File: src/hdl/huffman_table_encoder_defines.svh
// Assertion macros shared by the encoder RTL.
// No dependencies; included by the top level.
`ifndef HUFFMAN_TABLE_ENCODER_DEFINES_SVH
`define HUFFMAN_TABLE_ENCODER_DEFINES_SVH

// Same-cycle implication, clocked on clk, off during rst.
`define HTE_ASSERT_NOW(label, ante, cons, msg) \
  label: assert property (@(posedge clk) disable iff (rst) (ante) |-> (cons)) \
    else $error(msg);

// Next-cycle implication, clocked on clk, off during rst.
`define HTE_ASSERT_NEXT(label, ante, cons, msg) \
  label: assert property (@(posedge clk) disable iff (rst) (ante) |=> (cons)) \
    else $error(msg);

`endif

File: src/hdl/hte_pkg.sv
// Shared constants, opcodes and types of the Huffman table encoder.
// No dependencies; imported by every module of the block.
package hte_pkg;

  localparam int MAX_CODE_LEN = 32;
  localparam int TABLE_DEPTH  = 256;
  localparam int SYM_W        = 8;
  localparam int CODE_W       = 32;
  localparam int LEN_W        = 6;
  localparam int BYTE_W       = 8;
  localparam int WORK_W       = CODE_W + BYTE_W;
  localparam int AVAIL_W      = 6;
  localparam int LEN_LIMIT    = (MAX_CODE_LEN < CODE_W) ? MAX_CODE_LEN : CODE_W;
  localparam int QUEUE_DEPTH  = 2;
  localparam int QIDX_W       = (QUEUE_DEPTH > 1) ? $clog2(QUEUE_DEPTH) : 1;
  localparam int QCNT_W       = $clog2(QUEUE_DEPTH + 1);

  localparam logic [1:0] OP_LOAD   = 2'd0;
  localparam logic [1:0] OP_ENCODE = 2'd1;
  localparam logic [1:0] OP_FLUSH  = 2'd2;

  // Table entry: code left-aligned (first bit in MSB) plus its length.
  typedef struct packed {
    logic [CODE_W-1:0] code;
    logic [LEN_W-1:0]  len;
  } table_entry_t;

  // Work handed from front to back.
  typedef struct packed {
    logic              is_flush;
    logic [CODE_W-1:0] code;
    logic [LEN_W-1:0]  len;
  } q_entry_t;

  typedef struct packed {
    logic stage_full;
  } front_status_t;

  typedef struct packed {
    logic               busy;
    logic [AVAIL_W-1:0] avail;
  } back_status_t;

endpackage

File: src/hdl/hte_fifo.sv
// Short queue of work entries between front and back.
// Depends on hte_pkg.
module hte_fifo import hte_pkg::*; (
  input  logic              clk,
  input  logic              rst,
  input  logic              push_valid,
  output logic              push_ready,
  input  q_entry_t          push_data,
  output logic              pop_valid,
  input  logic              pop_ready,
  output q_entry_t          pop_data,
  output logic [QCNT_W-1:0] count
);

  q_entry_t          slots [QUEUE_DEPTH];
  logic [QIDX_W-1:0] wr_ptr;
  logic [QIDX_W-1:0] rd_ptr;
  logic              do_push;
  logic              do_pop;

  assign push_ready = count != QCNT_W'(QUEUE_DEPTH);
  assign pop_valid  = count != '0;
  assign pop_data   = slots[rd_ptr];
  assign do_push    = push_valid && push_ready;
  assign do_pop     = pop_valid && pop_ready;

  // Store the pushed transaction.
  always_ff @(posedge clk) begin
    if (do_push) begin
      slots[wr_ptr] <= push_data;
    end
  end

  // Advance pointers and count.
  always_ff @(posedge clk) begin
    if (rst) begin
      wr_ptr <= '0;
      rd_ptr <= '0;
      count  <= '0;
    end else begin
      if (do_push) begin
        wr_ptr <= (wr_ptr == QIDX_W'(QUEUE_DEPTH - 1)) ? '0 : wr_ptr + 1'b1;
      end
      if (do_pop) begin
        rd_ptr <= (rd_ptr == QIDX_W'(QUEUE_DEPTH - 1)) ? '0 : rd_ptr + 1'b1;
      end
      if (do_push && !do_pop) begin
        count <= count + 1'b1;
      end else if (do_pop && !do_push) begin
        count <= count - 1'b1;
      end
    end
  end

endmodule

File: config.mk
export PLATFORM = sky130hd
export DESIGN_NAME = hte_fifo
export DESIGN_NICKNAME = d
export VERILOG_FILES = /design/src/hdl/huffman_table_encoder_defines.svh /design/src/hdl/hte_pkg.sv /design/src/hdl/hte_fifo.sv
export SDC_FILE = /design/constraint.sdc
export NUM_CORES = 1
export LEC_CHECK = 0
export ABC_CLOCK_PERIOD_IN_PS = 3450
export BUFFER_PORTS_ARGS = -buffer_cell sky130_fd_sc_hd__buf_2
export CAP_MARGIN = 20
export CORE_MARGIN = 5
export CORE_UTILIZATION = 30
export DETAILED_ROUTE_END_ITERATION = 16
export GPL_ROUTABILITY_DRIVEN = 0
export SKIP_CTS_REPAIR_TIMING = 1
export SYNTH_ARGS = -nofsm -noshare
export SYNTH_HDL_FRONTEND = slang
export SYNTH_SLANG_ARGS = --single-unit
File: constraint.sdc
create_clock -name clk -period 3.45 [get_ports clk]
set_input_delay 0.8625 -clock clk [delete_from_list [all_inputs] [get_ports clk]]
set_output_delay 0.8625 -clock clk [all_outputs]
set_load 0.05 [all_outputs]
==> flow_summary.ini <==
[power_and_ir_drop]
p_leak_nw = 1.40
power_w = 0.00313
peakVddDrop_mv = 0.340
power_density_mw_per_mm2 = 825

[cts]
numCtsBuffers = 9
clockBufferDepth = 2
h-tree-depth = 3
cts_tree = done
clk_latency_ns = 0.34
clkTransAtPathRegs_ns = 0.08
clockRootBuffer = clkbuf_8
clock-sinks = 83

[hold_path]
hold_class = flip-flop to flip-flop
hold_depth = 2

[sta]
worst_slew_margin_rel_pct = 34.9
rsz0062_at_grt = no
skew_ns = 0.00955
hold_viol_final = 0
layout_setup_ws_ns = 0.736
fin_tns_setup_ns = 0
max_freq_mhz = 368
setup-violations-final = 0
slew_viol_final = 0
period_minus_slack_ns = 2.71
fin_crit_sh_pct = 78.7
tightest_slew_ns = 0.976

[placement]
place_ws_ns = 1.06
dp.final_hpwl_um = 3340
io_buffers = 85
dpl-instance-area_mm2 = 0.00361

[floorplanning]
die_w_um = 111
ioPinCount = 86
dieArea_mm2 = 0.0122
coreArea_mm2 = 0.00982
die_height_um = 111
start_util_pct = 30.9
num_rows = 36

[worst_setup_path]
end_kind = output pin
cp-start-kind = flip-flop
path_class = flip-flop to output pin
slowest_stage = dfxtp_2
worstPathArrival_ns = 1.85
critPathRequiredTime_ns = 2.59
r2r_cells = 2
path_cells = buf_4, mux2_2, buf_2
crit_path_max_incr_delay_ns = 0.46
path_max_fanout = 30

[cells_and_area]
postLayoutCoreUtil_pct = 38.6
final_area_mm2 = 0.00379
diodes = 0
nNetsFinal = 282
fillCellCount = 965
layout_common_cells = 85 x buf_2, 78 x edfxtp_1, 39 x mux2_2
drive_gt1_share_pct = 58.8
syn_to_final_growth_pct = 25.0
layout_commonest_cell = buf_2

[synthesis]
synth_area_per_cell_um2 = 20.9
ys.warnings.count = 0
synth_area_leaders = edfxtp_1 77%, mux2_2 14%, dfxtp_1 3.3%
yosys.area.top_type_share_pct = 77.2
synth_cell_type_count = 19
syn_nets = 189
synth_top_cell_by_area = edfxtp_1
syn_area_mm2 = 0.00303
syn_inst = 145
synth.yosys.seq_area_share_pct = 80.5
synth_seq_cells = 83

[global_routing]
overflow = 0
grt_pass1_vias = 1639
track_usage_pct = 8.69
antenna_found_initial = 0
grt_pass1_wl_um = 8150
grt_max_degree = 40

[job]
drv_cap = 0

[route]
avgViaCountPerCell = 4.19
first_pass_iters = 4
first_iter_violations = 62
drt-total-wl_um = 5260
drc_errors = 0
avgRoutedWirePerCell_um = 14.0
ant_nets = 0
via_count = 1575

[outcome]
status = finished, final reports clean
[metal layers]
layer  wire length, um  part of all wire (%)  global-route usage (%)
met5                 0                     0                       0
met2              2520                    48                    13.3
met1              2330                    44                    10.4
met4                42                  0.80                    4.19
met3               373                   7.1                    4.05
[cell type report]
cell class | count | area (um2) | area share [%]
Sequential cell | 83 | 2440 | 64.5
Clock inverter | 5 | 53.8 | 1.42
Timing Repair Buffer | 86 | 433 | 11.4
Multi-Input combinational cell | 57 | 559 | 14.8
Inverter | 1 | 3.75 | 0.0990
Tap cell | 133 | 166 | 4.39
Clock buffer | 11 | 131 | 3.47
[report_power, final]
| group | switching [W] | internal [W] |
|---|---|---|
| registers | 0.0000495 | 0.00126 |
| clock network | 0.000321 | 0.000331 |
| logic | 0.000846 | 0.000317 |
| total | 0.00122 | 0.00191 |
[stage by stage]
stage	cells	hold WS, ns
detailed placement	360	0.490
floorplan	145	0.472
global placement	360	0.487
CTS	376	0.514
finish	376	0.509
global route	376	0.584
[cell usage after synthesis]
library cell and count:
and3_1 1, or2_2 1, inv_1 1, xor2_1 3
mux2_2 39, or3_1 1, dfxtp_1 5, buf_6 1
edfxtp_1 78, ha_1 1, nand3b_1 1, and2_1 1
nand2b_1 1, o21ai_0 2, a21oi_1 2, buf_4 1
nor2_1 3, a21bo_2 1, buf_2 2
[logic make-up (layout without fill, tap and decap cells)]
group                      after synthesis  in the layout  synth area share, %
buffers and inverters                    5            103                 1.07
muxes                                   39             39                 14.5
xor gates and xnor gates                 3              3                0.866
adders and majority gates                1              1                0.412
DFF                                     83             83                 80.5
AOI/OAI and AO/OA                        5              5                0.990
and+or+nand+nor                          9              9                 1.65
[worst max-delay path: cells and delay by family, from the launching register on]
kind / cells / cell delay, ns
buf+inv: 2 / 0.62
flops: 1 / 0.46
mux: 1 / 0.40
[worst paths after layout]
check / startpoint / endpoint / slack (ns)
max reg2reg: count[0] / slots[1][9] / 1.56
min reg2reg: rd_ptr / rd_ptr / 0.51
max: flip-flop / pop_data[19] / 0.74
min: rd_ptr / rd_ptr / 0.51
[flip-flops by register name (all words and copies together) (netlist names), named ones only]
| name | flops |
|---|---|
| count | 2 |
| slots | 78 |
| rd_ptr | 1 |
| wr_ptr | 1 |
Power figures use the tool's default switching activity.
