$ cat config.mk
export PLATFORM = sky130hd
export DESIGN_NAME = hte_back
export DESIGN_NICKNAME = d
export VERILOG_FILES = /design/src/hdl/huffman_table_encoder_defines.svh /design/src/hdl/hte_pkg.sv /design/src/hdl/hte_back.sv
export SDC_FILE = /design/constraint.sdc
export NUM_CORES = 1
export LEC_CHECK = 0
export ABC_AREA = 1
export BUFFER_PORTS_ARGS = -buffer_cell sky130_fd_sc_hd__buf_2
export CAP_MARGIN = 20
export CORE_AREA = 2 2 99 101
export CTS_BUF_LIST = sky130_fd_sc_hd__clkbuf_8
export DETAILED_ROUTE_END_ITERATION = 12
export DIE_AREA = 0 0 101 103
export SYNTH_ARGS = -nofsm -noshare
export SYNTH_HDL_FRONTEND = slang
export SYNTH_SLANG_ARGS = --single-unit
$ cat constraint.sdc
create_clock -name clk -period 5.6 [get_ports clk]
set_clock_uncertainty 0.15 [all_clocks]
set_input_delay 1.12 -clock clk [delete_from_list [all_inputs] [get_ports clk]]
set_output_delay 1.12 -clock clk [all_outputs]
set_load 0.01 [all_outputs]
$ cat src/hdl/huffman_table_encoder_defines.svh
// Assertion macros shared by the encoder RTL.
// No dependencies; included by the top level.
`ifndef HUFFMAN_TABLE_ENCODER_DEFINES_SVH
`define HUFFMAN_TABLE_ENCODER_DEFINES_SVH

// Same-cycle implication, clocked on clk, off during rst.
`define HTE_ASSERT_NOW(label, ante, cons, msg) \
  label: assert property (@(posedge clk) disable iff (rst) (ante) |-> (cons)) \
    else $error(msg);

// Next-cycle implication, clocked on clk, off during rst.
`define HTE_ASSERT_NEXT(label, ante, cons, msg) \
  label: assert property (@(posedge clk) disable iff (rst) (ante) |=> (cons)) \
    else $error(msg);

`endif

$ cat src/hdl/hte_pkg.sv
// Shared constants, opcodes and types of the Huffman table encoder.
// No dependencies; imported by every module of the block.
package hte_pkg;

  localparam int MAX_CODE_LEN = 32;
  localparam int TABLE_DEPTH  = 256;
  localparam int SYM_W        = 8;
  localparam int CODE_W       = 32;
  localparam int LEN_W        = 6;
  localparam int BYTE_W       = 8;
  localparam int WORK_W       = CODE_W + BYTE_W;
  localparam int AVAIL_W      = 6;
  localparam int LEN_LIMIT    = (MAX_CODE_LEN < CODE_W) ? MAX_CODE_LEN : CODE_W;
  localparam int QUEUE_DEPTH  = 2;
  localparam int QIDX_W       = (QUEUE_DEPTH > 1) ? $clog2(QUEUE_DEPTH) : 1;
  localparam int QCNT_W       = $clog2(QUEUE_DEPTH + 1);

  localparam logic [1:0] OP_LOAD   = 2'd0;
  localparam logic [1:0] OP_ENCODE = 2'd1;
  localparam logic [1:0] OP_FLUSH  = 2'd2;

  // Table entry: code left-aligned (first bit in MSB) plus its length.
  typedef struct packed {
    logic [CODE_W-1:0] code;
    logic [LEN_W-1:0]  len;
  } table_entry_t;

  // Work handed from front to back.
  typedef struct packed {
    logic              is_flush;
    logic [CODE_W-1:0] code;
    logic [LEN_W-1:0]  len;
  } q_entry_t;

  typedef struct packed {
    logic stage_full;
  } front_status_t;

  typedef struct packed {
    logic               busy;
    logic [AVAIL_W-1:0] avail;
  } back_status_t;

endpackage

$ cat src/hdl/hte_back.sv
// Back end: merges codes into the pending bits and emits one byte per cycle
// while the output is not stalled. Depends on hte_pkg.
module hte_back import hte_pkg::*; (
  input  logic               clk,
  input  logic               rst,
  input  logic               pop_valid,
  output logic               pop_ready,
  input  q_entry_t           pop_data,
  output logic               out_valid,
  input  logic               out_ready,
  output logic [BYTE_W-1:0]  out_byte,
  output logic               last,
  output back_status_t       status
);

  typedef enum logic [1:0] {
    ST_IDLE = 2'b01,
    ST_RUN  = 2'b10
  } state_t;

  state_t              state;
  state_t              state_next;
  logic [WORK_W-1:0]   work;
  logic [WORK_W-1:0]   work_next;
  logic [AVAIL_W-1:0]  avail;
  logic [AVAIL_W-1:0]  avail_next;
  logic                flushing;
  logic                do_pop;
  logic                emit;
  logic [WORK_W-1:0]   merged;
  logic [AVAIL_W-1:0]  total;
  logic [AVAIL_W-1:0]  avail_after;

  assign pop_ready = state == ST_IDLE;
  assign do_pop    = pop_valid && pop_ready;
  assign emit      = (state == ST_RUN) && (!out_valid || out_ready);

  // Place the new code right behind the pending bits.
  assign merged = {work[WORK_W-1 -: BYTE_W], {CODE_W{1'b0}}}
                | ({pop_data.code, {BYTE_W{1'b0}}} >> avail[2:0]);
  assign total  = avail + pop_data.len;
  assign avail_after = (avail >= AVAIL_W'(BYTE_W)) ? avail - AVAIL_W'(BYTE_W) : '0;

  // Next state of the shifter.
  always_comb begin
    state_next = state;
    work_next  = work;
    avail_next = avail;
    unique case (state)
      ST_IDLE: begin
        if (do_pop) begin
          if (pop_data.is_flush) begin
            if (avail != '0) begin
              state_next = ST_RUN;
            end
          end else begin
            work_next  = merged;
            avail_next = total;
            if (total >= AVAIL_W'(BYTE_W)) begin
              state_next = ST_RUN;
            end
          end
        end
      end
      ST_RUN: begin
        if (emit) begin
          work_next  = work << BYTE_W;
          avail_next = avail_after;
          if (avail_after < AVAIL_W'(BYTE_W)) begin
            state_next = ST_IDLE;
          end
        end
      end
      default: begin
        state_next = ST_IDLE;
      end
    endcase
  end

  // Shifter registers.
  always_ff @(posedge clk) begin
    if (rst) begin
      state    <= ST_IDLE;
      work     <= '0;
      avail    <= '0;
      flushing <= 1'b0;
    end else begin
      state <= state_next;
      work  <= work_next;
      avail <= avail_next;
      if (do_pop) begin
        flushing <= pop_data.is_flush;
      end
    end
  end

  // Output register: load on emit, drop when taken.
  always_ff @(posedge clk) begin
    if (rst) begin
      out_valid <= 1'b0;
    end else if (emit) begin
      out_valid <= 1'b1;
    end else if (out_ready) begin
      out_valid <= 1'b0;
    end
  end

  always_ff @(posedge clk) begin
    if (emit) begin
      out_byte <= work[WORK_W-1 -: BYTE_W];
      last     <= flushing || (avail < AVAIL_W'(2 * BYTE_W));
    end
  end

  assign status.busy  = state == ST_RUN;
  assign status.avail = avail;

endmodule

==> impl_metrics.yaml, run 1 <==
outcome:
  outcome: "finished clean"
route:
  vias: 3789
  drt_pass1_iterations: 7
  ant_nets: 0
  drcViolationCount: 0
  wirelength_um: 9853
  drt-initial-drc-count: 165
  viasPerCell: 5.299
  avgRoutedWirePerCell_um: 13.78
cts:
  insertion_delay_ps: 340
  hold_buffers: 0
  cts_setup_buffers: 0
  path_clk_slew_ps: 80
  cts_tree: "done"
  htree_num_levels: 3
  cts_buffer_depth: 2
  root_buffer: "clkbuf_8"
  cts-buffers-inserted: 9
  cts_num_sinks: 58
  cts_resized: 0
pwr:
  p_leak_nw: 1.882
  ir_worst_vdd_mv: 0.1613
  powerDensity_nw_per_um2: 428.3
final_layout:
  drive_above_1_share_pct: 16.64
  final_common_cell: "nand2_1"
  final_net_count: 647
  n_fill_cell: 1014
  final_cell_mix: "171 x nand2_1, 60 x buf_2, 49 x dfxtp_1"
  antenna_cells: 0
  syn_to_final_growth_pct: 16.05
  fin_area_um2: 4208
floorplan:
  ios: 61
  die_h_um: 103
  rows: 36
  die_area_um2: 10400
  start_util_pct: 38.33
  dieWidth_um: 101
  core_um2: 9459
sta:
  rsz0062_at_grt: "no"
  slew_violations: 0
  relSlewSlack_pct: 29.97
  fin_crit_sh_pct: 52.16
  setup_viol: 0
  final_hold_viol_count: 0
  post-route-min-period_ps: 2921
  worst_pin_slew_ps: 1049
  fmax_mhz: 342.3
  tns_ps: 0
worst_setup_path:
  cp.arrival_ps: 1650
  r2r_setup_slack_ps: 2820
  crit_fanout: 35
  cp-start-kind: "register"
  crit_type: "reg -> out"
  crit_path_end_kind: "output pin"
  cp.required_ps: 4330
  r2r_start: "state[1]"
  reg2regPathDepth: 10
  r2r_end: "work[37]"
logic_synthesis:
  synth.top_cell.area_share_pct: 27.05
  syn-num-nets: 603
  synth_cell_types: 34
  synth_area_um2: 3626
  avgSynthCellArea_um2: 6.569
  ys_ff_latch: 58
  seq_area_frac_synth_pct: 34.51
  yosysTopAreaCell: "dfxtp_1"
  synthTopCellsByArea: "dfxtp_1 27%, nand2_1 18%, edfxtp_1 7.5%"
  yosysWarnings: 0
  syn_inst: 552
global_routing:
  grt_overflow: 0
  grt_pass1_wl_um: 16290
  grt_pass1_vias: 3483
  grt_max_degree: 41
  grt_antenna_before_repair: 0
  track_usage_pct: 19.67
hold_path:
  hold_path.class: "reg -> reg"
  hold_path_depth: 0
  min-delay-start: "work[36]"
  holdPathEnd: "out_byte[4]"
placement:
  gp_congestion: 0.8303
  placedInstanceArea_um2: 3944
  portBuffers: 60
  dp_hpwl_um: 6963
flow_run:
  maxCapViolCount: 0
-- worst max path at each step --
stage / start / to / slack (ps) / cells after the start
6_report: state[1] / status[6] / 2680 / 3
5_1_grt: state[1] / work[37] / 2500 / 10
3_3_place_gp: out_ready / work[34] / 2700 / 9
4_1_cts: state[1] / status[6] / 2650 / 3
3_5_place_dp: out_ready / work[34] / 2670 / 9
2_1_floorplan: pop_data[0] / state[0] / 2990 / 10
-- metrics by stage --
step	hold slack, ps	utilization, %	setup slack, ps	instances	power (mW)
floorplan	258.2	-	2991	552	1.143
global placement	266.3	41.69	2697	698	1.310
detailed placement	268.8	41.69	2674	698	1.313
CTS	277.1	44.33	2648	714	1.797
global route	283.4	44.48	2504	715	1.948
finish	273.8	44.48	2679	715	1.802
-- area by class of cell --
class	count	area (um2)	share of cell area (%)
Clock inverter	7	125.1	2.974
Sequential cell	58	1251	29.74
Tap cell	114	142.6	3.390
Timing Repair Buffer	64	337.8	8.029
Multi-Input combinational cell	427	2090	49.66
Clock buffer	9	123.9	2.944
Inverter	36	137.6	3.271
-- critical path, cell delays in order, from the launching register on --
cell,delay [ps]
dfxtp_1,340
inv_2,60
nor2_4,630
buf_2,270
-- flip-flops by register name, summed over array words and instances (netlist names) --
name,cells
state,2
flushing,1
avail,6
last,1
out_valid,1
out_byte,8
work,39
-- power by group --
group | switching, mW | internal, mW
logic | 0.490 | 0.241
registers | 0.0615 | 0.529
clock network | 0.182 | 0.299
-- cell families (layout without fill, tap and decap cells) --
group	after synthesis	in the layout	synth area share, %
AND/OR/NAND/NOR	251	251	29.02
AO/OA/AOI/OAI	165	165	24.88
buffers and inverters	67	116	7.867
flip-flops	58	58	34.51
adder cells (fa/ha/maj)	8	8	2.967
XOR/XNOR	2	2	0.4832
multiplexers	1	1	0.2761
-- cells in the mapped netlist (all sizes together) --
cell    count
a21oi      48
nor3        2
inv        35
a31oi      40
nand3      22
clkbuf     17
xor2        2
o21bai      1
o211ai      6
nor2       44
clkinv      1
dfxtp      49
a211oi      1
nand4       3
or2         7
nand2     173
o21ai      66
ha          7
edfxtp      9
mux2i       1
o22ai       1
o21a        2
buf        14
fa          1
-- metal layers --
layer  GRT usage [%]  up-vias  share of wire (%)
met2           32.41       96                 46
met5               0        -                  0
met3           2.712       20                4.3
met4           9.044        0                2.3
li1                -     1955                  -
met1           25.66     1718                 47
No activity file was read; power rests on OpenSTA's default activity.
==> run 2, diff against run 1 <==
Clock period 5.6 ns to 2.9 ns, I/O delays scaled along.
==> run 2 against run 1 <==
Die area is the same. Register-to-register slack lost 2000 ps. Core utilization decreased by 0.28 points. Cell count increased by 0.70%. Clock power increased by 54%. Sequential cell count unchanged. Clock-buffer cell count unchanged. First-iteration DRC count rose by 45%. Largest cell class unchanged.
==> impl_metrics.yaml, run 2 (synthesized netlist as in run 1, its figures left out) <==
global_routing:
  grt_max_degree: 41
  grt_overflow: 0
  grt_pass1_wl_um: 16260
  grtUsageMet1_pct: 26.16
  track_usage_pct: 19.75
  grt_antenna_before_repair: 0
  grt_util_met2_pct: 32.87
  grt_pass1_vias: 3405
  top_usage_layer: "met2"
  use_met3_pct: 2.712
final_layout:
  reg_top3: "work x39, out_byte x8, avail x6"
  largest_reg_flops: 39
  final_common_cell: "nand2_1"
  final_cell_mix: "171 x nand2_1, 60 x buf_2, 49 x dfxtp_1"
  final_cells: 720
  largest_register: "work"
  n_fill_cell: 1030
  antenna_cells: 0
  drive_above_1_share_pct: 17.16
  final_net_count: 652
  syn_to_final_growth_pct: 15.32
floorplan:
  start_util_pct: 38.33
  die_area_um2: 10400
  rows: 36
  core_um2: 9459
  dieWidth_um: 101
  die_h_um: 103
  ios: 61
route:
  drt_pass1_iterations: 6
  ant_nets: 0
  drt-initial-drc-count: 240
  vias: 3843
  wirelength_um: 10090
  viasPerCell: 5.338
  drcViolationCount: 0
  avgRoutedWirePerCell_um: 14.01
cts:
  cts-buffers-inserted: 9
  cts_resized: 0
  path_clk_slew_ps: 70
  cts_setup_buffers: 0
  insertion_delay_ps: 350
  htree_num_levels: 3
  cts_tree: "done"
  cts_num_sinks: 58
  root_buffer: "clkbuf_8"
  cts_buffer_depth: 2
  hold_buffers: 0
placement:
  dp_cells: 704
  portBuffers: 60
  dp_hpwl_um: 7192
  gp_congestion: 0.8179
sta:
  relSlewSlack_pct: 68.28
  rsz0062_at_grt: "no"
  post-route-min-period_ps: 2162
  fmax_mhz: 462.6
  worst_pin_slew_ps: 475.1
  setup_viol: 0
  fin_crit_sh_pct: 74.54
  tns_ps: 0
  final_hold_viol_count: 0
  slew_violations: 0
worst_setup_path:
  crit_start: "state[1]"
  cp_slowest_cell: "buf_4"
  critical-path-max-stage-delay_ps: 360
  crit_fanout: 34
  crit_family: "buffers and inverters"
  path_cells: "inv_2 -> nor2_4 -> buf_4 -> buf_2"
  cp.required_ps: 2170
  crit_type: "reg -> out"
  cp.arrival_ps: 1430
  r2r_start: "avail[1]"
  crit_path_end_kind: "output pin"
  cp-start-kind: "register"
  cp.buffers_inverters: 3
pwr:
  ir_worst_vdd_mv: 0.2763
  p_leak_nw: 1.876
  powerDensity_nw_per_um2: 792.5
hold_path:
  hold_path.class: "reg -> reg"
  min-delay-start: "work[38]"
outcome:
  outcome: "finished clean"
flow_run:
  maxCapViolCount: 0
## run 2: changes by cell type in the layout (fill, tap and decap cells not counted)
cell | before | now
clkinvlp_4 | 0 | 1
clkinv_1 | 1 | 2
clkinv_2 | 0 | 2
buf_4 | 3 | 9
bufinv_16 | 3 | 1
clkinv_4 | 3 | 1
buf_8 | 1 | 0
## run 2: cell type report
class | count | area, um2 | share of cell area (%)
clock inverter | 7 | 68.82 | 1.646
sequential | 58 | 1251 | 29.92
multi-input combinational | 427 | 2090 | 49.97
clock buffer | 9 | 123.9 | 2.962
tap | 114 | 142.6 | 3.411
timing repair buffer | 69 | 367.9 | 8.797
inverter | 36 | 137.6 | 3.291
## run 2: layer usage
metal,share of wire (%),up-vias,wire length (um)
li1,-,1968,-
met1,46,1757,4672
met2,48,99,4830
met3,4.1,19,418
met4,1.7,0,168
met5,0,-,0
## run 2: metrics by stage
stage / worst slack (ps) / hold WS, ps / cell area (um2) / power, mW / util, %
floorplan: 830.9 / 258.2 / 3626 / 2.208 / -
global placement: 639.8 / 265.3 / 3989 / 2.558 / 42.17
detailed placement: 576.3 / 271.6 / 3989 / 2.575 / 42.17
CTS: 719.3 / 288.4 / 4182 / 3.319 / 44.21
global route: 619.9 / 294.3 / 4182 / 3.551 / 44.21
finish: 738.4 / 285.1 / 4182 / 3.314 / 44.21
## run 2: worst paths after layout
kind              cells past startpoint           to  slack (ps)
setup reg to reg                     12     state[1]         820
hold / removal                        0  out_byte[6]         290
hold reg to reg                       0  out_byte[6]         290
setup / recovery                      4    status[6]         740
## run 2: report_power, final
| group | internal, mW | leakage [nW] | switching [mW] | total, mW |
|---|---|---|---|---|
| Combinational | 0.474 | 1.30 | 0.971 | 1.44 |
| Clock | 0.395 | 0.0970 | 0.346 | 0.741 |
| Sequential | 1.02 | 0.484 | 0.108 | 1.13 |
## run 2: worst reg2reg max path, delay by kind of cell, from the launching register on
family	cells	cell delay, ps
buffers and inverters	1	350
and+or+nand+nor	10	790
adders and majority gates	1	340
DFF	1	350
